**config.mk**
```make
export PLATFORM = sky130hd
export DESIGN_NAME = ple_cell
export DESIGN_NICKNAME = d
export VERILOG_FILES = /design/src/rtl/core/assert_macros.svh /design/src/rtl/core/ple_pkg.sv /design/src/rtl/core/ple_cell.sv
export SDC_FILE = /design/constraint.sdc
export NUM_CORES = 1
export LEC_CHECK = 0
export ABC_AREA = 1
export BUFFER_PORTS_ARGS = -buffer_cell sky130_fd_sc_hd__buf_2
export CAP_MARGIN = 20
export CORE_MARGIN = 10
export CORE_UTILIZATION = 35
export CTS_CLUSTER_DIAMETER = 30
export DETAILED_ROUTE_END_ITERATION = 10
export PLACE_DENSITY_LB_ADDON = 0.3
export SLEW_MARGIN = 25
export SYNTH_ARGS = -nofsm -noshare
export SYNTH_HDL_FRONTEND = slang
export SYNTH_SLANG_ARGS = --single-unit
```
**constraint.sdc**
```tcl
create_clock -name clock -period 3.2 [get_ports clock]
set_input_delay 0 -clock clock [delete_from_list [all_inputs] [get_ports clock]]
set_output_delay 0 -clock clock [all_outputs]
set_load 0.01 [all_outputs]
```
**src/rtl/core/assert_macros.svh**
```systemverilog
// assertion macros shared by the rtl files
`ifndef ASSERT_MACROS_SVH
`define ASSERT_MACROS_SVH

// condition that holds at every clock edge out of reset
`define ASSERT_ALWAYS(label, clk, rst, expr) \
   label: assert property (@(posedge clk) disable iff (rst) (expr)) \
      else $error("assertion failed");

// condition that implies a consequence in the same cycle
`define ASSERT_IMPLIES(label, clk, rst, cond, conseq) \
   label: assert property (@(posedge clk) disable iff (rst) (cond) |-> (conseq)) \
      else $error("assertion failed");

// condition that implies a consequence in the next cycle
`define ASSERT_NEXT(label, clk, rst, cond, conseq) \
   label: assert property (@(posedge clk) disable iff (rst) (cond) |=> (conseq)) \
      else $error("assertion failed");

`endif

```
**src/rtl/core/ple_pkg.sv**
```systemverilog
// types, codes and helpers of the positional list engine
package ple_pkg;

   localparam int CAPACITY_DEFAULT  = 256;
   localparam int WORD_BITS_DEFAULT = 32;
   localparam int POS_BITS          = 9;
   localparam int LEN_BITS          = 9;
   localparam int VALUE_BITS        = 32;
   localparam int TREE_FAN          = 16;

   // request operation codes
   typedef enum logic [1:0] {
      CMD_INSERT = 2'd0,
      CMD_DELETE = 2'd1,
      CMD_READ   = 2'd2,
      CMD_WRITE  = 2'd3
   } cmd_type;

   // result status codes
   localparam logic [1:0] STATUS_OK     = 2'd0;
   localparam logic [1:0] STATUS_BADPOS = 2'd1;
   localparam logic [1:0] STATUS_FULL   = 2'd2;

   // what each cell of the chain does on an accepted item
   typedef enum logic [1:0] {
      CELL_HOLD   = 2'd0,
      CELL_INSERT = 2'd1,
      CELL_DELETE = 2'd2,
      CELL_WRITE  = 2'd3
   } cell_op_type;

   typedef struct packed {
      logic        load;
      logic        fetch;
      cell_op_type op;
   } cell_ctl_type;

   typedef struct packed {
      cmd_type                      cmd;
      logic [POS_BITS-1:0]          position;
      logic signed [VALUE_BITS-1:0] value_in;
   } req_type;

   typedef struct packed {
      logic [1:0]                   status;
      logic signed [VALUE_BITS-1:0] value_out;
      logic [LEN_BITS-1:0]          length;
   } rsp_type;

   // number of registered levels of the select tree for a given leaf count
   function automatic int tree_levels(input int leaves);
      int lv;
      int span;
      lv   = 1;
      span = TREE_FAN;
      while (span < leaves) begin
         span = span * TREE_FAN;
         lv   = lv + 1;
      end
      return lv;
   endfunction

endpackage

```
**src/rtl/core/ple_cell.sv**
```systemverilog
// one cell of the list chain: holds one element and its select leaf
module ple_cell #(
   parameter int WORD_BITS = ple_pkg::WORD_BITS_DEFAULT,
   parameter int IDX_BITS  = 8,
   parameter int INDEX     = 0
) (
   input  logic                  clock,
   input  ple_pkg::cell_ctl_type ctl,
   input  logic [IDX_BITS-1:0]   target,
   input  logic [WORD_BITS-1:0]  new_word,
   input  logic [WORD_BITS-1:0]  left_word,
   input  logic [WORD_BITS-1:0]  right_word,
   output logic [WORD_BITS-1:0]  word,
   output logic [WORD_BITS-1:0]  leaf
);

   logic [WORD_BITS-1:0] word_ff;
   logic [WORD_BITS-1:0] word_in;
   logic [WORD_BITS-1:0] leaf_ff;
   logic                 hit;
   logic                 above;

   assign hit   = (target == IDX_BITS'(INDEX));
   assign above = (IDX_BITS'(INDEX) > target);

   // next element: shift from a neighbor, take the new word or hold
   always_comb begin
      unique case (ctl.op)
         ple_pkg::CELL_INSERT: begin
            if (above) begin
               word_in = left_word;
            end else if (hit) begin
               word_in = new_word;
            end else begin
               word_in = word_ff;
            end
         end
         ple_pkg::CELL_DELETE: begin
            word_in = (above || hit) ? right_word : word_ff;
         end
         ple_pkg::CELL_WRITE: begin
            word_in = hit ? new_word : word_ff;
         end
         default: begin
            word_in = word_ff;
         end
      endcase
   end

   // element and leaf update on each accepted item, leaf sees the old element
   always_ff @(posedge clock) begin
      if (ctl.load) begin
         word_ff <= word_in;
         leaf_ff <= (ctl.fetch && hit) ? word_ff : '0;
      end
   end

   assign word = word_ff;
   assign leaf = leaf_ff;

endmodule

```
## Word-level counts from Yosys, hierarchy flattened

Cells that the tools add are included.

- Output and inout bits: 64
- Word-level logic and storage cells: 16
- Register bits: 64
- Input bits: 109

- Multiplexer cells: 4
- Reductions and logical operators: 5
- Equal/unequal tests: 4
- Order comparisons: 1

Operators by type and width:

| operator | number |
|---|---|
| $mux 32 | 3 |
| $pmux 32 s3 | 1 |
| $gt 1x8->1 const A | 1 |
| $logic_not 8->1 | 1 |
| $eq 2x2->1 const B | 2 |
| $reduce_and 3->1 | 1 |
| $reduce_bool 3->1 | 1 |
| $eq 2x1->1 const B | 1 |
| $ne 2x2->1 const B | 1 |
| $logic_and 1x1->1 | 1 |
| $logic_or 1x1->1 | 1 |

## Logic depth before layout (Yosys ltp)

- Depth after elaboration: 4
- Mapped depth: 7
- Depth with buffers taken out: 6

## Worst setup path after synthesis

Ideal clock, no wire load.

- Path kind: in2reg
- From: input target[5]
- To: register word_ff[0], in the netlist word[0], enable pin
- Cell stages on the path: 5
- Buffers on the path: 0
- Slack: -105 ps
- Arrival: 2834 ps
- Data required time: 2729 ps
- Cells stage by stage: nor2_1 -> nand2_2 -> nor2_8 -> nand2_1 -> a21boi_0

- Word-level cells in the longest chain between the ends: 4
- Elaborated cells between the ends (all ways): 5

RTL lines:

| what | RTL line | text |
|---|---|---|
| start, declared | ple_cell.sv:9 | `input logic [IDX_BITS-1:0] target,` |
| $gt 1x8->1 / $logic_not 8->1 (equally long branches) | ple_cell.sv:24, ple_cell.sv:23 |  |
| $logic_or 1x1->1 (*) | ple_cell.sv:39 | `word_in = (above \|\| hit) ? right_word : word_ff;` |
| $ne 2x2->1 (no source line) (*) | -- |  |
| $reduce_and 3->1 (no source line) (*) | -- |  |
| end signal, assigned | ple_cell.sv:53 | `word_ff <= word_in;` |
| end, declared | ple_cell.sv:17 | `logic [WORD_BITS-1:0] word_ff;` |

Every way passes the cells marked *; elsewhere a longest branch is shown, timed or not.
A chain may end at the register's enable or synchronous reset.

## Worst setup path in the final report

- From: input target[5]
- To: register word_ff[30], in the netlist word[30], enable pin

Same word-level chain as after synthesis.

==> results.ini <==
[die]
dieHeight_um=115
initial_core_util_pct=36.2
die_x_um=115
core_sq_um=8810
dieArea_sq_um=13300
num_rows=34
io_pins=173

[yosys]
synthTopCellsByCount=nand2_1, inv_1, edfxtp_1
seq_area_frac_synth_pct=60.4
netlist_area_sq_um=3180
yosysWarnings=0
synth_area_per_cell_sq_um=9.07
synth_area_leaders=edfxtp_1, nand2_1, inv_1
ys_async_sr_fraction_pct=0
yosys.area.top_type=edfxtp_1
yosysMostFrequentCell=nand2_1
synth_edf_count=64
synth_cell_types=14
ys_ff_latch=64
synth-main-ff-cell=edfxtp_1
synth_cells=351
yosys.area.top_type_share_pct=60.4
syn-num-nets=460

[timing]
slew-limit-headroom_pct=54.9
finalSetupTns_ps=0
fin_skew_ps=12.8
rsz0062_at_grt=false
worstMarginPinSlew_ps=674
fin_crit_sh_pct=46.9
max_freq_mhz=666
period_needed_ps=1500
setup_violations=0
hold_viol=0
drv_slew=0

[critical_path]
cp-start-kind=primary input
critical_path.max_stage_delay_ps=570
crit_chain=buf_2, nor2_1, nand2_2, nor2_8, nand2_1, a21boi_4, buf_4
ff2ff_setup_slack_ps=2220
crit_family=compound AO/OA/AOI/OAI gates
endpoint_kind=flip-flop
crit_arrival_ps=1530
worstSetupPathType=primary input to flip-flop
slowest_stage=a21boi_4
crit_required_ps=3220
cp_max_fo=19
critPathBufInv=2

[clock_tree]
cts.clk_slew.worst_paths_ps=80
cts_tree=built
clock-sinks=64
clock_path_buffers=2
cts_buffers=9
post_cts_buffers=0
htree_levels=3
insertion_delay_ps=340
cts-root-buf=clkbuf_8

[power]
seqPwrFrac_pct=49.6
intPower_mw=1.50
power_switching_share_pct=23.6
leakagePower_nw=2.25
ir_drop_mv=0.235
p_per_area_nw_per_um2=437
p_sw_uw=463
power_frac_comb_pct=12.1
clock_power_share_pct=38.3

[drt]
vias=2841
post_drt_via_cell_ratio=4.47
ant_nets=0
wl_per_cell_um=15.7
drt_iter0_markers=125
first_pass_iters=4
drcViolationCount=0
routed_wl_mm=9.96

[placed_design]
dp_hpwl_mm=6.67
gp_routability_congestion=0.747
place_area_sq_um=3960
io_buffers=140

[flow_run]
cap_violations=0

[worst_hold_path]
hold_class=primary input to flip-flop

[global_route]
busiest_layer=met2
grt_use_met2_pct=26.2
antenna_found_initial=0
grt_pass1_vias=3017
grt_max_degree=34
grt_pass1_wl_mm=15.3
grt_usage_pct=14.8
met3_usage_pct=6.30
overflow=0
grt_util_met1_pct=15.7

[cells_and_area]
drive_gt1_share_pct=33.4
fin_nets=631
diodes=0
syn2layout_area_growth_pct=41.1
final_area_sq_um=4490

[run_status]
status=completed

[power by group through the flow]
stage / Sequential [mW] / Combinational [mW] / Clock [mW]
4_1_cts: 0.975 / 0.241 / 0.773
6_report: 0.975 / 0.238 / 0.752
3_3_place_gp: 0.992 / 0.207 / 0
3_5_place_dp: 0.993 / 0.209 / 0
2_1_floorplan: 1.01 / 0.0761 / 0
5_1_grt: 0.978 / 0.268 / 0.806
[cell usage in the layout (no fill, tap or decap), drive strengths merged]
master       count
nor2            37
buf            146
bufinv           2
edfxtp          64
clkbuf           9
nand2          101
inv             66
dlygate4sd3     32
a21boi           1
clkinv           3
clkinvlp         2
o21ai           32
nand3           32
[metal layers]
layer / up-vias / part of all wire, %
li1: 1444 / -
met1: 1276 / 39
met2: 113 / 50
met3: 8 / 9.4
met4: 0 / 0.93
met5: - / 0
[cell families (layout without fill, tap and decap cells)]
kind of cell | Yosys count | after routing | share of synthesized area (%)
simple gates | 170 | 170 | 23.1
flops | 64 | 64 | 60.4
compound gates | 33 | 33 | 5.27
buf+inv | 84 | 260 | 11.3
[stage by stage]
| step | hold WS (ps) | total power [mW] | setup slack [ps] | utilization, % | cells |
|---|---|---|---|---|---|
| 2_1_floorplan | 112 | 1.09 | 770 | - | 351 |
| 3_3_place_gp | 268 | 1.20 | 1290 | 45.0 | 587 |
| 3_5_place_dp | 275 | 1.20 | 1290 | 45.0 | 587 |
| 4_1_cts | 19.3 | 1.99 | 1650 | 51.0 | 635 |
| 5_1_grt | 38.7 | 2.05 | 1540 | 51.0 | 635 |
| 6_report | 34.6 | 1.96 | 1700 | 51.0 | 635 |
[what timing repair did]
item | in CTS | in global routing
gates resized for setup | 0 | 0
hold buffers | 32 | 0
endpoints found under the hold margin | 32 | 0
[final cells by class]
| class | count | area [sq um] |
|---|---|---|
| Clock buffer | 9 | 124 |
| Sequential cell | 64 | 1920 |
| Inverter | 66 | 248 |
| Fill cell | 842 | 4310 |
| Clock inverter | 7 | 86.3 |
| Tap cell | 108 | 135 |
| Multi-Input combinational cell | 203 | 913 |
| Timing Repair Buffer | 178 | 1070 |
[state kept, by name (all words and copies together), names as in the netlist]
signal,cells
leaf,32
word,32
[worst reg2reg max path: stages (launching register included)]
cell      delay (ps)
edfxtp_1         400
inv_1            100
o21ai_0           90
nand3_1           90
nand2_1           60
[worst paths after layout]
path,from,end,cells after the start
worst min register to register,word[19],leaf[19],2
worst max register to register,word[10],word[10],4
worst min-delay path,new_word[29],word[29],5
worst max-delay path,target[5],word[30],7
Note: power is estimated with default switching activity, not from simulation.
